==> config.mk <==
export PLATFORM = sky130hd
export DESIGN_NAME = modbus_read_registers_responder_core
export DESIGN_NICKNAME = d
export VERILOG_FILES = /design/src/design/mrr_pkg.sv /design/src/design/mrr_job_fifo.sv /design/src/design/mrr_front.sv /design/src/design/mrr_back.sv /design/src/design/modbus_read_registers_responder_core.sv
export VERILOG_INCLUDE_DIRS = /design/src /design/src/design
export SDC_FILE = /design/constraint.sdc
export NUM_CORES = 1
export LEC_CHECK = 0
export ABC_AREA = 1
export BUFFER_PORTS_ARGS = -buffer_cell sky130_fd_sc_hd__buf_2
export CORE_UTILIZATION = 40
export DETAILED_ROUTE_END_ITERATION = 12
export GPL_ROUTABILITY_DRIVEN = 0
export PLACE_DENSITY = 0.6
export RECOVER_POWER = 25
export SLEW_MARGIN = 20
export SYNTH_ARGS = -nofsm -noshare
export SYNTH_HDL_FRONTEND = slang
export SYNTH_SLANG_ARGS = --single-unit
==> constraint.sdc <==
create_clock -name clk -period 8.2 [get_ports clk]
set_input_delay 0.41 -clock clk [delete_from_list [all_inputs] [get_ports clk]]
set_output_delay 0.41 -clock clk [all_outputs]
set_load 0.05 [all_outputs]
==> src/design/modbus_read_registers_responder_core_defines.svh <==
// Assertion macros shared by the responder RTL.
// No dependencies; included by the modules that carry assertions.
`ifndef MODBUS_READ_REGISTERS_RESPONDER_CORE_DEFINES_SVH
`define MODBUS_READ_REGISTERS_RESPONDER_CORE_DEFINES_SVH
`ifndef ASSERT_OFF
`define MRR_ASSERT(lbl, prop, msg) \
    lbl: assert property (@(posedge clk) disable iff (!rst_n) (prop)) else $error(msg);
`define MRR_ASSERT_IMPL(lbl, ante, cons, msg) \
    lbl: assert property (@(posedge clk) disable iff (!rst_n) (ante) |-> (cons)) else $error(msg);
`else
`define MRR_ASSERT(lbl, prop, msg)
`define MRR_ASSERT_IMPL(lbl, ante, cons, msg)
`endif
`endif

==> src/design/mrr_pkg.sv <==
// Types, constants and helper functions of the Modbus read-registers responder.
// No dependencies; imported by every module of the block.
package mrr_pkg;

    localparam int CHANNELS_DEF  = 7;
    localparam int MAX_FRAME_DEF = 256;
    localparam int OFS_W = 6;
    localparam int CNT_W = 7;

    localparam logic [7:0]  SLAVE_RST = 8'd1;
    localparam logic [15:0] FIRST_RST = 16'd30001;
    localparam logic [6:0]  MAXC_RST  = 7'd125;

    localparam logic [1:0] CFG_SLAVE = 2'd0;
    localparam logic [1:0] CFG_FIRST = 2'd1;
    localparam logic [1:0] CFG_MAXC  = 2'd2;

    localparam logic [7:0] FUNC_READ = 8'h03;
    localparam logic [7:0] EXC_FLAG  = 8'h80;
    localparam logic [1:0] EXC_FUNC  = 2'd1;
    localparam logic [1:0] EXC_ADDR  = 2'd2;
    localparam logic [1:0] EXC_COUNT = 2'd3;

    localparam logic [3:0] IPD_LEN    = 4'd7;
    localparam logic [3:0] CLOSED_LEN = 4'd6;
    localparam logic [7:0] CH_CR    = 8'h0D;
    localparam logic [7:0] CH_C     = 8'h43;
    localparam logic [7:0] CH_COLON = 8'h3A;
    localparam logic [7:0] CH_ZERO  = 8'h30;
    localparam logic [7:0] CH_NINE  = 8'h39;
    localparam logic [10:0] LEN_SAT = 11'd2047;

    typedef struct packed {
        logic       command;
        logic [7:0] rx_byte;
        logic       start_of_message;
        logic [2:0] sample_channel;
        logic [7:0] sample_value;
    } request_t;

    typedef struct packed {
        logic       event_kind;
        logic [7:0] tx_byte;
        logic       last_byte;
    } result_t;

    typedef enum logic [2:0] {
        PH_IDLE, PH_IPD, PH_CLOSED, PH_LEN, PH_FRAME
    } phase_t;

    typedef enum logic [1:0] {
        JOB_CLOSED, JOB_EXC, JOB_READ
    } job_kind_t;

    typedef struct packed {
        job_kind_t        kind;
        logic [7:0]       func;
        logic [1:0]       code;
        logic [OFS_W-1:0] offset;
        logic [CNT_W-1:0] count;
    } job_t;

    localparam int JOB_W = $bits(job_t);

    function automatic logic [7:0] ipd_char(input logic [3:0] idx);
        case (idx)
            4'd0:    ipd_char = 8'h0D;
            4'd1:    ipd_char = 8'h0A;
            4'd2:    ipd_char = 8'h2B;
            4'd3:    ipd_char = 8'h49;
            4'd4:    ipd_char = 8'h50;
            4'd5:    ipd_char = 8'h44;
            4'd6:    ipd_char = 8'h2C;
            default: ipd_char = 8'h00;
        endcase
    endfunction

    function automatic logic [7:0] closed_char(input logic [3:0] idx);
        case (idx)
            4'd0:    closed_char = 8'h43;
            4'd1:    closed_char = 8'h4C;
            4'd2:    closed_char = 8'h4F;
            4'd3:    closed_char = 8'h53;
            4'd4:    closed_char = 8'h45;
            4'd5:    closed_char = 8'h44;
            default: closed_char = 8'h00;
        endcase
    endfunction

    // CRC-16/MODBUS, reflected poly 0xA001, one byte
    function automatic logic [15:0] crc_feed(input logic [15:0] crc, input logic [7:0] b);
        logic [15:0] c;
        c = crc ^ {8'h00, b};
        for (int i = 0; i < 8; i++) begin
            c = c[0] ? ((c >> 1) ^ 16'hA001) : (c >> 1);
        end
        crc_feed = c;
    endfunction

endpackage

==> src/design/mrr_job_fifo.sv <==
// Short job queue between the parser front and the response back end.
// Depends on mrr_pkg and the assertion macro header.
`include "modbus_read_registers_responder_core_defines.svh"
module mrr_job_fifo
    import mrr_pkg::*;
#(
    parameter int WIDTH = 8,
    parameter int DEPTH = 2
) (
    input  logic             clk,
    input  logic             rst_n,
    input  logic             push,
    input  logic [WIDTH-1:0] wdata,
    output logic             full,
    input  logic             pop,
    output logic [WIDTH-1:0] rdata,
    output logic             empty
);
    localparam int AW = (DEPTH > 1) ? $clog2(DEPTH) : 1;

    logic [WIDTH-1:0] mem_reg [DEPTH];
    logic [AW-1:0]    wp_reg, wp_next, rp_reg, rp_next;
    logic [AW:0]      cnt_reg, cnt_next;

    assign full  = (cnt_reg == (AW+1)'(DEPTH));
    assign empty = (cnt_reg == '0);
    assign rdata = mem_reg[rp_reg];

    always_comb
    begin
        wp_next  = wp_reg;
        rp_next  = rp_reg;
        cnt_next = cnt_reg;
        if (push)
        begin
            wp_next = (wp_reg == AW'(DEPTH-1)) ? '0 : wp_reg + 1'b1;
        end
        if (pop)
        begin
            rp_next = (rp_reg == AW'(DEPTH-1)) ? '0 : rp_reg + 1'b1;
        end
        if (push && !pop)
        begin
            cnt_next = cnt_reg + 1'b1;
        end
        else if (pop && !push)
        begin
            cnt_next = cnt_reg - 1'b1;
        end
    end

    always_ff @(posedge clk or negedge rst_n)
    begin
        if (!rst_n)
        begin
            wp_reg  <= '0;
            rp_reg  <= '0;
            cnt_reg <= '0;
        end
        else
        begin
            wp_reg  <= wp_next;
            rp_reg  <= rp_next;
            cnt_reg <= cnt_next;
        end
    end

    always_ff @(posedge clk)
    begin
        if (push)
        begin
            mem_reg[wp_reg] <= wdata;
        end
    end

    `MRR_ASSERT(a_cnt_range, cnt_reg <= (AW+1)'(DEPTH), "job queue count out of range")
    `MRR_ASSERT_IMPL(a_no_overflow, push, !full || pop, "job pushed into full queue")
    `MRR_ASSERT_IMPL(a_no_underflow, pop, !empty, "job popped from empty queue")

endmodule

==> src/design/mrr_front.sv <==
// Parser front: header match, length decode, frame capture, CRC check, job issue.
// Depends on mrr_pkg.
module mrr_front
    import mrr_pkg::*;
#(
    parameter int CHANNELS  = CHANNELS_DEF,
    parameter int MAX_FRAME = MAX_FRAME_DEF
) (
    input  logic                  clk,
    input  logic                  rst_n,
    input  logic                  fire,
    input  request_t              req,
    input  logic [7:0]            slave_address,
    input  logic [15:0]           first_register,
    input  logic [6:0]            max_count,
    output logic                  job_push,
    output job_t                  job,
    output logic [CHANNELS*8-1:0] snap
);
    phase_t      phase_reg, phase_next;
    logic [3:0]  hp_reg, hp_next;
    logic [10:0] len_reg, len_next;
    logic [10:0] idx_reg, idx_next;
    logic [15:0] crc_reg, crc_next;
    logic [7:0]  unit_reg, unit_next;
    logic [7:0]  func_reg, func_next;
    logic [15:0] start_reg, start_next;
    logic [15:0] count_reg, count_next;
    logic [7:0]  trail_reg, trail_next;
    logic [CHANNELS*8-1:0] samp_reg, samp_next;

    logic [7:0]  b;
    logic [14:0] acc;
    logic [15:0] ofs;
    logic [16:0] span;

    assign b    = req.rx_byte;
    assign snap = samp_reg;
    assign acc  = {4'd0, len_reg} * 15'd10 + {7'd0, b - CH_ZERO};
    assign ofs  = start_reg - first_register;
    assign span = {1'b0, ofs} + {1'b0, count_reg};

    always_comb
    begin
        phase_next = phase_reg;
        hp_next    = hp_reg;
        len_next   = len_reg;
        idx_next   = idx_reg;
        crc_next   = crc_reg;
        unit_next  = unit_reg;
        func_next  = func_reg;
        start_next = start_reg;
        count_next = count_reg;
        trail_next = trail_reg;
        samp_next  = samp_reg;
        job_push   = 1'b0;
        job.kind   = JOB_CLOSED;
        job.func   = func_reg;
        job.code   = EXC_FUNC;
        job.offset = ofs[OFS_W-1:0];
        job.count  = count_reg[CNT_W-1:0];

        if (fire && req.command)
        begin
            for (int i = 0; i < CHANNELS; i++)
            begin
                if ({4'd0, req.sample_channel} == 7'(i))
                begin
                    samp_next[i*8 +: 8] = req.sample_value;
                end
            end
        end
        else if (fire && req.start_of_message)
        begin
            hp_next = 4'd1;
            if (b == CH_CR)
            begin
                phase_next = PH_IPD;
            end
            else if (b == CH_C)
            begin
                phase_next = PH_CLOSED;
            end
            else
            begin
                phase_next = PH_IDLE;
            end
        end
        else if (fire)
        begin
            case (phase_reg)
                PH_IPD:
                begin
                    if (hp_reg < IPD_LEN && b == ipd_char(hp_reg))
                    begin
                        hp_next = hp_reg + 1'b1;
                        if (hp_next == IPD_LEN)
                        begin
                            phase_next = PH_LEN;
                            len_next   = '0;
                        end
                    end
                    else
                    begin
                        phase_next = PH_IDLE;
                    end
                end
                PH_CLOSED:
                begin
                    if (hp_reg < CLOSED_LEN && b == closed_char(hp_reg))
                    begin
                        hp_next = hp_reg + 1'b1;
                        if (hp_next == CLOSED_LEN)
                        begin
                            phase_next = PH_IDLE;
                            job_push   = 1'b1;
                            job.kind   = JOB_CLOSED;
                        end
                    end
                    else
                    begin
                        phase_next = PH_IDLE;
                    end
                end
                PH_LEN:
                begin
                    if (b >= CH_ZERO && b <= CH_NINE)
                    begin
                        len_next = (acc > {4'd0, LEN_SAT}) ? LEN_SAT : acc[10:0];
                    end
                    else if (b == CH_COLON && len_reg >= 11'd4 &&
                             {1'b0, len_reg} <= 12'(MAX_FRAME))
                    begin
                        phase_next = PH_FRAME;
                        idx_next   = '0;
                        crc_next   = 16'hFFFF;
                    end
                    else
                    begin
                        phase_next = PH_IDLE;
                    end
                end
                PH_FRAME:
                begin
                    if (idx_reg < len_reg - 11'd2)
                    begin
                        crc_next = crc_feed(crc_reg, b);
                    end
                    case (idx_reg)
                        11'd0:   unit_next = b;
                        11'd1:   func_next = b;
                        11'd2:   start_next = {b, start_reg[7:0]};
                        11'd3:   start_next = {start_reg[15:8], b};
                        11'd4:   count_next = {b, count_reg[7:0]};
                        11'd5:   count_next = {count_reg[15:8], b};
                        default: ;
                    endcase
                    if (idx_reg == len_reg - 11'd2)
                    begin
                        trail_next = b;
                    end
                    idx_next = idx_reg + 1'b1;
                    if (idx_reg == len_reg - 11'd1)
                    begin
                        phase_next = PH_IDLE;
                        if ({b, trail_reg} == crc_reg && unit_reg == slave_address)
                        begin
                            if (func_reg != FUNC_READ)
                            begin
                                job_push = 1'b1;
                                job.kind = JOB_EXC;
                                job.code = EXC_FUNC;
                            end
                            else if (len_reg >= 11'd8)
                            begin
                                job_push = 1'b1;
                                if (count_reg == '0 || count_reg > {9'd0, max_count})
                                begin
                                    job.kind = JOB_EXC;
                                    job.code = EXC_COUNT;
                                end
                                else if (start_reg < first_register ||
                                         span > 17'(CHANNELS))
                                begin
                                    job.kind = JOB_EXC;
                                    job.code = EXC_ADDR;
                                end
                                else
                                begin
                                    job.kind = JOB_READ;
                                end
                            end
                        end
                    end
                end
                default: ;
            endcase
        end
    end

    always_ff @(posedge clk or negedge rst_n)
    begin
        if (!rst_n)
        begin
            phase_reg <= PH_IDLE;
            hp_reg    <= '0;
            len_reg   <= '0;
            idx_reg   <= '0;
            crc_reg   <= 16'hFFFF;
            unit_reg  <= '0;
            func_reg  <= '0;
            start_reg <= '0;
            count_reg <= '0;
            trail_reg <= '0;
            samp_reg  <= '0;
        end
        else
        begin
            phase_reg <= phase_next;
            hp_reg    <= hp_next;
            len_reg   <= len_next;
            idx_reg   <= idx_next;
            crc_reg   <= crc_next;
            unit_reg  <= unit_next;
            func_reg  <= func_next;
            start_reg <= start_next;
            count_reg <= count_next;
            trail_reg <= trail_next;
            samp_reg  <= samp_next;
        end
    end

endmodule

==> src/design/mrr_back.sv <==
// Response back end: walks one job byte by byte, appends CRC, feeds the output register.
// Depends on mrr_pkg and the assertion macro header.
`include "modbus_read_registers_responder_core_defines.svh"
module mrr_back
    import mrr_pkg::*;
#(
    parameter int CHANNELS = CHANNELS_DEF
) (
    input  logic                  clk,
    input  logic                  rst_n,
    input  logic                  job_empty,
    input  job_t                  job,
    input  logic [CHANNELS*8-1:0] snap,
    output logic                  job_pop,
    input  logic [7:0]            slave_address,
    output logic                  empty,
    input  logic                  pop,
    output result_t               result
);
    logic [7:0]  k_reg, k_next;
    logic [15:0] crc_reg, crc_next;
    logic        ov_reg, ov_next;
    result_t     out_reg, out_next;

    logic        advance;
    logic [7:0]  last_k, dk, byte_v, samp;
    logic [6:0]  ch;
    logic        is_last;

    assign empty   = !ov_reg;
    assign result  = out_reg;
    assign advance = !job_empty && (!ov_reg || pop);
    assign dk      = k_reg - 8'd3;
    assign ch      = {1'b0, job.offset} + dk[7:1];

    always_comb
    begin
        case (job.kind)
            JOB_CLOSED: last_k = 8'd0;
            JOB_EXC:    last_k = 8'd4;
            default:    last_k = 8'd4 + {job.count, 1'b0};
        endcase
    end

    always_comb
    begin
        samp = 8'h00;
        for (int i = 0; i < CHANNELS; i++)
        begin
            if (ch == 7'(i))
            begin
                samp = snap[i*8 +: 8];
            end
        end
    end

    always_comb
    begin
        is_last  = (k_reg == last_k);
        crc_next = crc_reg;
        byte_v   = 8'h00;
        if (job.kind == JOB_CLOSED)
        begin
            byte_v = 8'h00;
        end
        else if (is_last)
        begin
            byte_v = crc_reg[15:8];
        end
        else if (k_reg == last_k - 8'd1)
        begin
            byte_v = crc_reg[7:0];
        end
        else
        begin
            case (k_reg)
                8'd0:    byte_v = slave_address;
                8'd1:    byte_v = (job.kind == JOB_READ) ? FUNC_READ : (job.func | EXC_FLAG);
                8'd2:    byte_v = (job.kind == JOB_READ) ? {job.count, 1'b0} :
                                  {6'd0, job.code};
                default: byte_v = dk[0] ? samp : 8'h00;
            endcase
            crc_next = crc_feed(crc_reg, byte_v);
        end

        k_next   = k_reg;
        ov_next  = ov_reg;
        out_next = out_reg;
        job_pop  = 1'b0;
        if (advance)
        begin
            ov_next             = 1'b1;
            out_next.event_kind = (job.kind == JOB_CLOSED);
            out_next.tx_byte    = byte_v;
            out_next.last_byte  = is_last;
            if (is_last)
            begin
                k_next   = '0;
                crc_next = 16'hFFFF;
                job_pop  = 1'b1;
            end
            else
            begin
                k_next = k_reg + 1'b1;
            end
        end
        else
        begin
            crc_next = crc_reg;
            if (pop)
            begin
                ov_next = 1'b0;
            end
        end
    end

    always_ff @(posedge clk or negedge rst_n)
    begin
        if (!rst_n)
        begin
            k_reg   <= '0;
            crc_reg <= 16'hFFFF;
            ov_reg  <= 1'b0;
        end
        else
        begin
            k_reg   <= k_next;
            crc_reg <= crc_next;
            ov_reg  <= ov_next;
        end
    end

    always_ff @(posedge clk)
    begin
        out_reg <= out_next;
    end

    `MRR_ASSERT_IMPL(a_closed_last, ov_reg && out_reg.event_kind, out_reg.last_byte,
        "closed notice not marked last")
    `MRR_ASSERT_IMPL(a_pop_on_last, job_pop, advance && is_last, "job retired early")
    `MRR_ASSERT_IMPL(a_idle_k, job_empty, k_reg == '0, "byte index left mid-job")

endmodule

==> src/design/modbus_read_registers_responder_core.sv <==
// Top level of the Modbus RTU read-holding-registers responder.
// Depends on mrr_pkg, mrr_front, mrr_job_fifo and mrr_back.
//
// Usage:
//  - Input queue side: drive request and push; an item is taken on a clock
//    edge with push high and full low. Items are modem bytes or sample updates.
//  - Result side: while empty is low the oldest result sits on result; pop
//    high on a clock edge takes it.
//  - Config: cfg_valid/cfg_ready with cfg_index (0 slave address, 1 first
//    register, 2 max count) and cfg_data; ready is always high. Write only
//    while the block is idle.
//  - The last frame byte is classified in its accept cycle; its job is queued,
//    then walked into the output register. Responses stream one item per cycle
//    while pop is high (5 items for an exception, 5 + 2*count for a read,
//    1 for CLOSED). Input items are taken one per cycle while full is low;
//    full rises only when the two-entry job queue holds two pending responses.
//  - A stalled result side stops the byte walker; the parser keeps taking
//    items until the job queue fills.
//  - Reset clears parse state, channel samples and config to defaults.
module modbus_read_registers_responder_core
    import mrr_pkg::*;
#(
    parameter int CHANNELS  = CHANNELS_DEF,
    parameter int MAX_FRAME = MAX_FRAME_DEF
) (
    input  logic        clk,
    input  logic        rst_n,
    input  request_t    request,
    input  logic        push,
    output logic        full,
    output result_t     result,
    output logic        empty,
    input  logic        pop,
    input  logic        cfg_valid,
    output logic        cfg_ready,
    input  logic [1:0]  cfg_index,
    input  logic [15:0] cfg_data
);
    localparam int QW = JOB_W + CHANNELS*8;

    logic [7:0]  slave_reg;
    logic [15:0] first_reg;
    logic [6:0]  maxc_reg;

    logic                  fire, jpush, jpop, jfull, jempty;
    job_t                  fjob, bjob;
    logic [CHANNELS*8-1:0] fsnap, bsnap;
    logic [QW-1:0]         qrd;

    assign cfg_ready = 1'b1;
    assign full      = jfull;
    assign fire      = push && !jfull;

    always_ff @(posedge clk or negedge rst_n)
    begin
        if (!rst_n)
        begin
            slave_reg <= SLAVE_RST;
            first_reg <= FIRST_RST;
            maxc_reg  <= MAXC_RST;
        end
        else if (cfg_valid)
        begin
            case (cfg_index)
                CFG_SLAVE: slave_reg <= cfg_data[7:0];
                CFG_FIRST: first_reg <= cfg_data;
                CFG_MAXC:  maxc_reg  <= cfg_data[6:0];
                default:   ;
            endcase
        end
    end

    mrr_front #(.CHANNELS(CHANNELS), .MAX_FRAME(MAX_FRAME)) u_front (
        .clk(clk), .rst_n(rst_n), .fire(fire), .req(request),
        .slave_address(slave_reg), .first_register(first_reg), .max_count(maxc_reg),
        .job_push(jpush), .job(fjob), .snap(fsnap)
    );

    mrr_job_fifo #(.WIDTH(QW), .DEPTH(2)) u_fifo (
        .clk(clk), .rst_n(rst_n), .push(jpush), .wdata({fsnap, fjob}), .full(jfull),
        .pop(jpop), .rdata(qrd), .empty(jempty)
    );

    assign bjob  = job_t'(qrd[JOB_W-1:0]);
    assign bsnap = qrd[QW-1:JOB_W];

    mrr_back #(.CHANNELS(CHANNELS)) u_back (
        .clk(clk), .rst_n(rst_n), .job_empty(jempty), .job(bjob), .snap(bsnap),
        .job_pop(jpop), .slave_address(slave_reg), .empty(empty), .pop(pop),
        .result(result)
    );

endmodule

# After elaboration in Yosys (flattened, before gate mapping)
# Memory sizes are Yosys's and may differ from the RTL's.
# Cells that the tools add are included.
# Widths: inputs -> output; s select.
dict set report op_classes {
  addsub 17
  n_mul 1
  n_lt_le_gt_ge 12
  n_eq_ne 62
  muxes 118
  n_bitwise 24
  reduce_logical 59
}
# op n
set op_table {}
lappend op_table {{$mux 16} 22}
lappend op_table {{$mux 8} 24}
lappend op_table {{$pmux 16 s2} 3}
lappend op_table {{$mux 11} 6}
lappend op_table {{$pmux 7 s7} 1}
lappend op_table {{$not 2->3} 16}
lappend op_table {{$mux 2} 23}
lappend op_table {{$pmux 11 s2} 2}
lappend op_table {{$pmux 7 s6} 1}
lappend op_table {{$eq 8x8->1} 5}
lappend op_table {{$xor 16x8->16} 2}
lappend op_table {{$mux 3} 10}
lappend op_table {{$reduce_and 6->1} 5}
lappend op_table {{$pmux 8 s3} 1}
lappend op_table {{$eq 11x11->1} 2}
lappend op_table {{$eq 11x2->1 const B} 2}
lappend op_table {{$eq 11x3->1 const B} 2}
lappend op_table {{$eq 7x3->1 const B} 3}
lappend op_table {{$reduce_and 7->1} 3}
lappend op_table {{$eq 4x3->1 const B} 5}
lappend op_table {{$reduce_and 2->1} 10}
lappend op_table {{$reduce_and 5->1} 4}
lappend op_table {{$add 16x16->17} 1}
lappend op_table {{$gt 17x3->1 const B} 1}
lappend op_table {{69 further kinds} 139}
dict set report totals {
  register_bits 227
  mem_bits_rw 162
  inputBits 44
  elab_cells 325
  mem_count 1
}
# name depth word_bits rd rd_ports_with_merged_regs write_ports line
set mem_list {}
lappend mem_list {u_fifo.mem_reg 2 81 1 0 1 mrr_job_fifo.sv:21} ;# logic [WIDTH-1:0] mem_reg [DEPTH];

# Depth between registers and ports, before layout
dict set report depth {
  word_depth 35
  depth_mapped 38
}

# By module
# Synthesis repeated with hierarchy kept, for this count alone.
dict set report hier_totals {
  cells_unflattened 2659
  area_unflattened_um2 23631.4
}
# module instances cells_each area_each_um2 seq_area_each_um2
set modules_own_cells {}
lappend modules_own_cells {mrr_front 1 1665 11935.2 3948.8}
lappend modules_own_cells {mrr_job_fifo 1 277 6451.2 4964.8}
lappend modules_own_cells {mrr_back 1 574 3846.2 945.9}
lappend modules_own_cells {modbus_read_registers_responder_core 1 143 1398.8 794.5}

# Worst setup path before layout
# Ideal clock, no wire load.
dict set report synth_path {
  path_kind {register -> register}
  from {register u_front.hp_reg[0]}
  to {memory u_fifo.mem_reg[0][0] (netlist name), enable pin}
  setup_time_ns 0.519
  t_arrival_ns 5.586
  required_time_ns 7.681
  setup_slack_ns 2.095
  stages_incl_launch_ff 13
  path_cell_list {dfrtp_1 > inv_1 > ha_1 > inv_1 > a21oi_1 > o22ai_1 > a211oi_1 > nand2_1 > a2111oi_0 > nand3_1 > o32ai_1 > nand2_1 > nor2_1}
}
dict set report synth_between {
  elab_chain_cells 15
}
# item line
set synth_lines {}
lappend synth_lines {{from (decl)} mrr_front.sv:21} ;# logic [3:0] hp_reg, hp_next;
lappend synth_lines {{from (signal assigned)} mrr_front.sv:220} ;# hp_reg <= hp_next;
lappend synth_lines {{$eq 4x3->1, or another cell as far along} mrr_pkg.sv:79} ;# case (idx)
lappend synth_lines {{$pmux 7 s6} mrr_pkg.sv:79}
lappend synth_lines {{$mux 8} mrr_front.sv:91} ;# case (phase_reg)
lappend synth_lines {{$mux 8} mrr_front.sv:89} ;# else if (fire)
lappend synth_lines {{$mux 8} mrr_front.sv:73} ;# else if (fire && req.start_of_message)
lappend synth_lines {{$mux 8} mrr_front.sv:63} ;# if (fire && req.command)
lappend synth_lines {{$eq 8x8->1} mrr_front.sv:110} ;# if (hp_reg < CLOSED_LEN && b == closed_char(hp_reg))
lappend synth_lines {{$logic_and 1x1->1} mrr_front.sv:110}
lappend synth_lines {{$mux 1 (*)} mrr_front.sv:110}
lappend synth_lines {{$pmux 1 s2 (*)} mrr_front.sv:91}
lappend synth_lines {{$mux 1 (*)} mrr_front.sv:89}
lappend synth_lines {{$mux 1 (*)} mrr_front.sv:73}
lappend synth_lines {{$mux 1 (*)} mrr_front.sv:63}
lappend synth_lines {{$mux 1 (*)} mrr_job_fifo.sv:70} ;# if (push)
lappend synth_lines {{$mux 1 (implied by the code) (*)} mrr_job_fifo.sv:72} ;# mem_reg[wp_reg] <= wdata;
lappend synth_lines {{to (decl)} mrr_job_fifo.sv:21}
# Mark *: on every way between the ends. The rest lies on a longest branch, timed or not. The select of a mux whose other input is x is not followed.

# Worst setup path in the final report
dict set report layout_path {
  from {register u_fifo.rp_reg}
  to {register u_back.crc_reg[0]}
}
dict set report layout_between {
  elab_chain_cells 28
}
# item line
set layout_lines {}
lappend layout_lines {{from (decl)} mrr_job_fifo.sv:22} ;# logic [AW-1:0] wp_reg, wp_next, rp_reg, rp_next;
lappend layout_lines {{from (signal assigned)} mrr_job_fifo.sv:63} ;# rp_reg <= rp_next;
lappend layout_lines {{$mem_v2 2x81 (*)} --}
lappend layout_lines {{$add 6x7->7} mrr_back.sv:34} ;# assign ch = {1'b0, job.offset} + dk[7:1];
lappend layout_lines {{$logic_not 7->1} mrr_back.sv:50} ;# if (ch == 7'(i))
lappend layout_lines {{$mux 8 (7 in a row)} mrr_back.sv:50}
lappend layout_lines {{$mux 8} mrr_back.sv:81} ;# default: byte_v = dk[0] ? samp : 8'h00;
lappend layout_lines {{$pmux 8 s3} mrr_back.sv:76} ;# case (k_reg)
lappend layout_lines {{$mux 8} mrr_back.sv:70} ;# else if (k_reg == last_k - 8'd1)
lappend layout_lines {{$mux 8} mrr_back.sv:66} ;# else if (is_last)
lappend layout_lines {{$mux 8} mrr_back.sv:62} ;# if (job.kind == JOB_CLOSED)
lappend layout_lines {{$xor 16x8->16} mrr_pkg.sv:93} ;# c = crc ^ {8'h00, b};
lappend layout_lines {{$mux 16 or $not 2->3 (tied branches) (6 in a row)} --}
lappend layout_lines {{$not 2->3 (no line) or $mux 16 (tied branches)} --}
lappend layout_lines {{$mux 16 (2 in a row)} mrr_pkg.sv:95} ;# c = c[0] ? ((c >> 1) ^ 16'hA001) : (c >> 1);
lappend layout_lines {{$mux 16} mrr_back.sv:70}
lappend layout_lines {{$mux 16} mrr_back.sv:62}
lappend layout_lines {{$mux 16} mrr_back.sv:96} ;# if (is_last)
lappend layout_lines {{to (signal assigned)} mrr_back.sv:128} ;# crc_reg <= crc_next;
lappend layout_lines {{to (decl)} mrr_back.sv:21} ;# logic [15:0] crc_reg, crc_next;
# Marked as above.
# A chain may end at the register's enable or synchronous reset.

==> summary.md <==
| Metric | Value |
|---|---|
| Core Footprint | `0.0527 mm2` |
| Synth area leaders | `edfxtp_1, dfrtp_1, nand2_1, ha_1, dfstp_2` |
| Layout cells sized above 1 | `0.132` |
| # IOs | `57` |
| CTS clock-pin slew for the worst setup and hold paths | `60 ps` |
| Cts bufs inserted | `43` |
| Largest net degree at the start of global routing | `112` |
| Fmax | `181 MHz` |
| Seq cells post-synth | `387` |
| Avg Synthesized Cell Area | `slightly above 9 um2` |
| Most used cell, CP | `nand2_1` |
| Clk sink count | `387` |
| WP data required | `~8700 ps` |
| Synth Area in Adders | `0.0657` |
| DP HPWL | `between 30000 and 40000 um` |
| RSZ-0062 raised after global routing | `no` |
| Period Utilization, post-route | `0.672` |
| Final setup fails | `0` |
| Post-synth top area share | `0.239` |
| Post-Synth Simple-Gate Area | `0.189` |
| Fin util | `0.453` |
| Yosys warnings | `0` |
| Async set-reset flop share out of synthesis | `0.561` |
| Placed cell count | `3003` |
| Initial DRT Pass Iterations | `7` |
| Status | `finished clean` |
| Fin cells | `3083` |
| Syn Inst Count | `2294` |
| Clock Skew | `25.6 ps` |
| Root Buffer | `clkbuf_16` |
| Max reg flops | `160` |
| Hold Vio Cnt, Final | `0` |
| Prevailing post-synth register cell | `edfxtp_1` |
| Slew Limit Headroom | `0.284` |
| Area grow syn2layout | `11.9%` |
| Critical Path Fanout Max | `43` |
| Final WS setup | `~2700 ps` |
| Family with the most delay on the worst path | `simple AND/OR/NAND/NOR gates` |
| DRC viols | `0` |
| CTS tree | `yes` |
| Die Y | `233 um` |
| Post-Syn Nets | `2447` |
| Max Cap Violations | `0` |
| Rows | `84` |
| Die area | `0.0542 mm2` |
| XOR/XNOR Fraction of Synth Area | `0.0525` |
| Largest family of logic cells by synthesized area | `simple AND/OR/NAND/NOR gates` |
| Max VDD drop | `about 270 uV` |
| Post-DR vias/cell | `5.23` |
| Crit-path slowest cell | `fa_1` |
| Post-synthesis sequential area ratio | `0.497` |
| Fin nets | `2514` |
| Compound-Gate Fraction of Synth Area | `0.0961` |
| Worst Max-Slew Pin Slew | `1070 ps` |
| Maximum root-to-sink buffer count | `3` |
| CP Capture Type | `flop` |
| Post-synth EDFFs | `170` |
| Post-Syn Area | `0.0213 mm2` |
| Worst path max stage delay | `510 ps` |
| Drt wl/cell | `17.7 um` |
| Die width | `233 um` |
| Commonest non-fill, non-tap cell in the layout | `nand2_1` |
| Pwr Total | `7.93 mW` |
| Pre-CTS setup slack | `~2700 ps` |
| Total number of vias | `around 16000` |
| Critical path type | `reg -> reg` |
| Vias in the first global route | `15900` |
| H-tree depth | `2` |
| Final Max Slew Viols | `0` |
| Crit path arrival time | `~6000 ps` |
| Tmin final | `approximately 5500 ps` |
| First-pass GRT wire length | `87400 um` |
| Port buffer count | `55` |
| Hold WC Path Type | `in -> reg` |
| Commonest non-fill, non-tap cells in the layout | `nand2_1, inv_1, edfxtp_1, dfrtp_1, nor2_1` |
| DRT iter0 DRCs | `1170` |
| TNS Setup | `0 ps` |
| Worst path bufs/invs | `5` |
| Final Instance Area | `between 0.02 and 0.025 mm2` |
| Routed WL | `around 54000 um` |
| Hold_ws | `42.3 ps` |
| Critical path startpoint category | `flop` |
| ANT cells | `0` |
| Initial antenna violation count | `0` |
| Gr usage total | `0.206` |
| Post-synth cell types | `70` |
| Placement Cell Area | `0.0224 mm2` |
| Leak | `10.8 nW` |
| Power Dens Cells | `332 mW/mm2` |
| Initial Util | `0.405` |
| GRT overflow | `0` |
| Skew-Pair Late Insertion Delay | `580 ps` |
| Cell taking the most area after synthesis | `edfxtp_1` |
| Multiplexer share of the synthesized area | `0.0394` |
| Remaining antenna violation count | `0` |
==> worst reg2reg max path, delay by kind of cell, from the launching register on <==
family / cells / cell delay [ps]
buf+inv: 5 / 1550
fa+ha+maj: 1 / 510
flops: 1 / 330
xor+xnor: 1 / 190
simple gates: 23 / 2880
==> area by class of cell <==
class	count	area (um2)
repair buffers	72	414
multi-input cells	1576	9520
fillers	4958	28800
well taps	688	861
clock buffers	54	1150
flip-flops and latches	387	10600
inverters	281	1050
clock inverters	25	275
==> routing by layer <==
metal / GRT usage / part of all wire / vias up
met1: 0.284 / 0.46 / 7797
met3: 0.0299 / 0.048 / 86
met2: 0.337 / 0.47 / 344
li1: - / - / 7891
met5: 0 / 0 / -
met4: 0.0570 / 0.022 / 0
==> synth_stat cells (4+ instances only) <==
| cell | count |
|---|---|
| nor4_1 | 24 |
| nand2_2 | 14 |
| a211oi_1 | 10 |
| dfstp_2 | 47 |
| a21oi_1 | 110 |
| nor2_4 | 7 |
| a22oi_1 | 5 |
| dfrtp_1 | 170 |
| edfxtp_1 | 170 |
| o21bai_1 | 10 |
| o211ai_1 | 9 |
| clkbuf_1 | 38 |
| or2_2 | 21 |
| nand2_1 | 477 |
| fa_1 | 5 |
| a221oi_1 | 5 |
| o22ai_1 | 20 |
| mux2_2 | 56 |
| mux2i_1 | 21 |
| buf_1 | 4 |
| xnor2_1 | 45 |
| inv_2 | 10 |
| xor2_1 | 81 |
| nand3_1 | 117 |
| nor3_1 | 31 |
| nand4_1 | 37 |
| o31ai_1 | 12 |
| o21ai_0 | 130 |
| a31oi_1 | 5 |
| inv_1 | 268 |
| ha_1 | 104 |
| nor2_1 | 150 |
| o21ai_1 | 15 |
| o2111ai_1 | 6 |
==> final timing paths <==
path | from | endpoint | depth (start not counted) | slack (ps)
worst min-delay path | pop | u_back.ov_reg | 2 | 40
max in group asynchronous | rst_n | u_front.snap[15] | 3 | 6300
worst max register to register | u_fifo.rp_reg | u_back.crc_reg[0] | 30 | 2690
min in group asynchronous | rst_n | u_front.trail_reg[4] | 2 | 520
worst max-delay path | u_fifo.rp_reg | u_back.crc_reg[0] | 30 | 2690
worst min register to register | u_front.snap[13] | u_fifo.mem_reg[0][38] | 0 | 470
==> kinds of logic (layout without fill, tap and decap cells) <==
family | Yosys count | after routing
and+or+nand+nor | 906 | 906
DFF | 387 | 387
AOI/OAI and AO/OA | 356 | 356
buffers and inverters | 331 | 432
xor gates and xnor gates | 127 | 127
adders and majority gates | 109 | 109
muxes | 77 | 77
other | 1 | 1
==> power by group <==
part | leakage [nW] | internal [mW] | total [mW] | switching, mW
Clock | 0.698 | 1.16 | 1.97 | 0.809
Combinational | 5.92 | 1.10 | 3.32 | 2.22
Sequential | 4.14 | 2.42 | 2.65 | 0.227
Total | 10.8 | 4.68 | 7.93 | 3.26
==> timing repair <==
| action | CTS | global route |
|---|---|---|
| hold buffers | 1 | 0 |
| setup buffers | 0 | 0 |
| resized for setup | 0 | 0 |
| endpoints found under the hold margin | 79 | 0 |
Power figures use the tool's default switching activity.
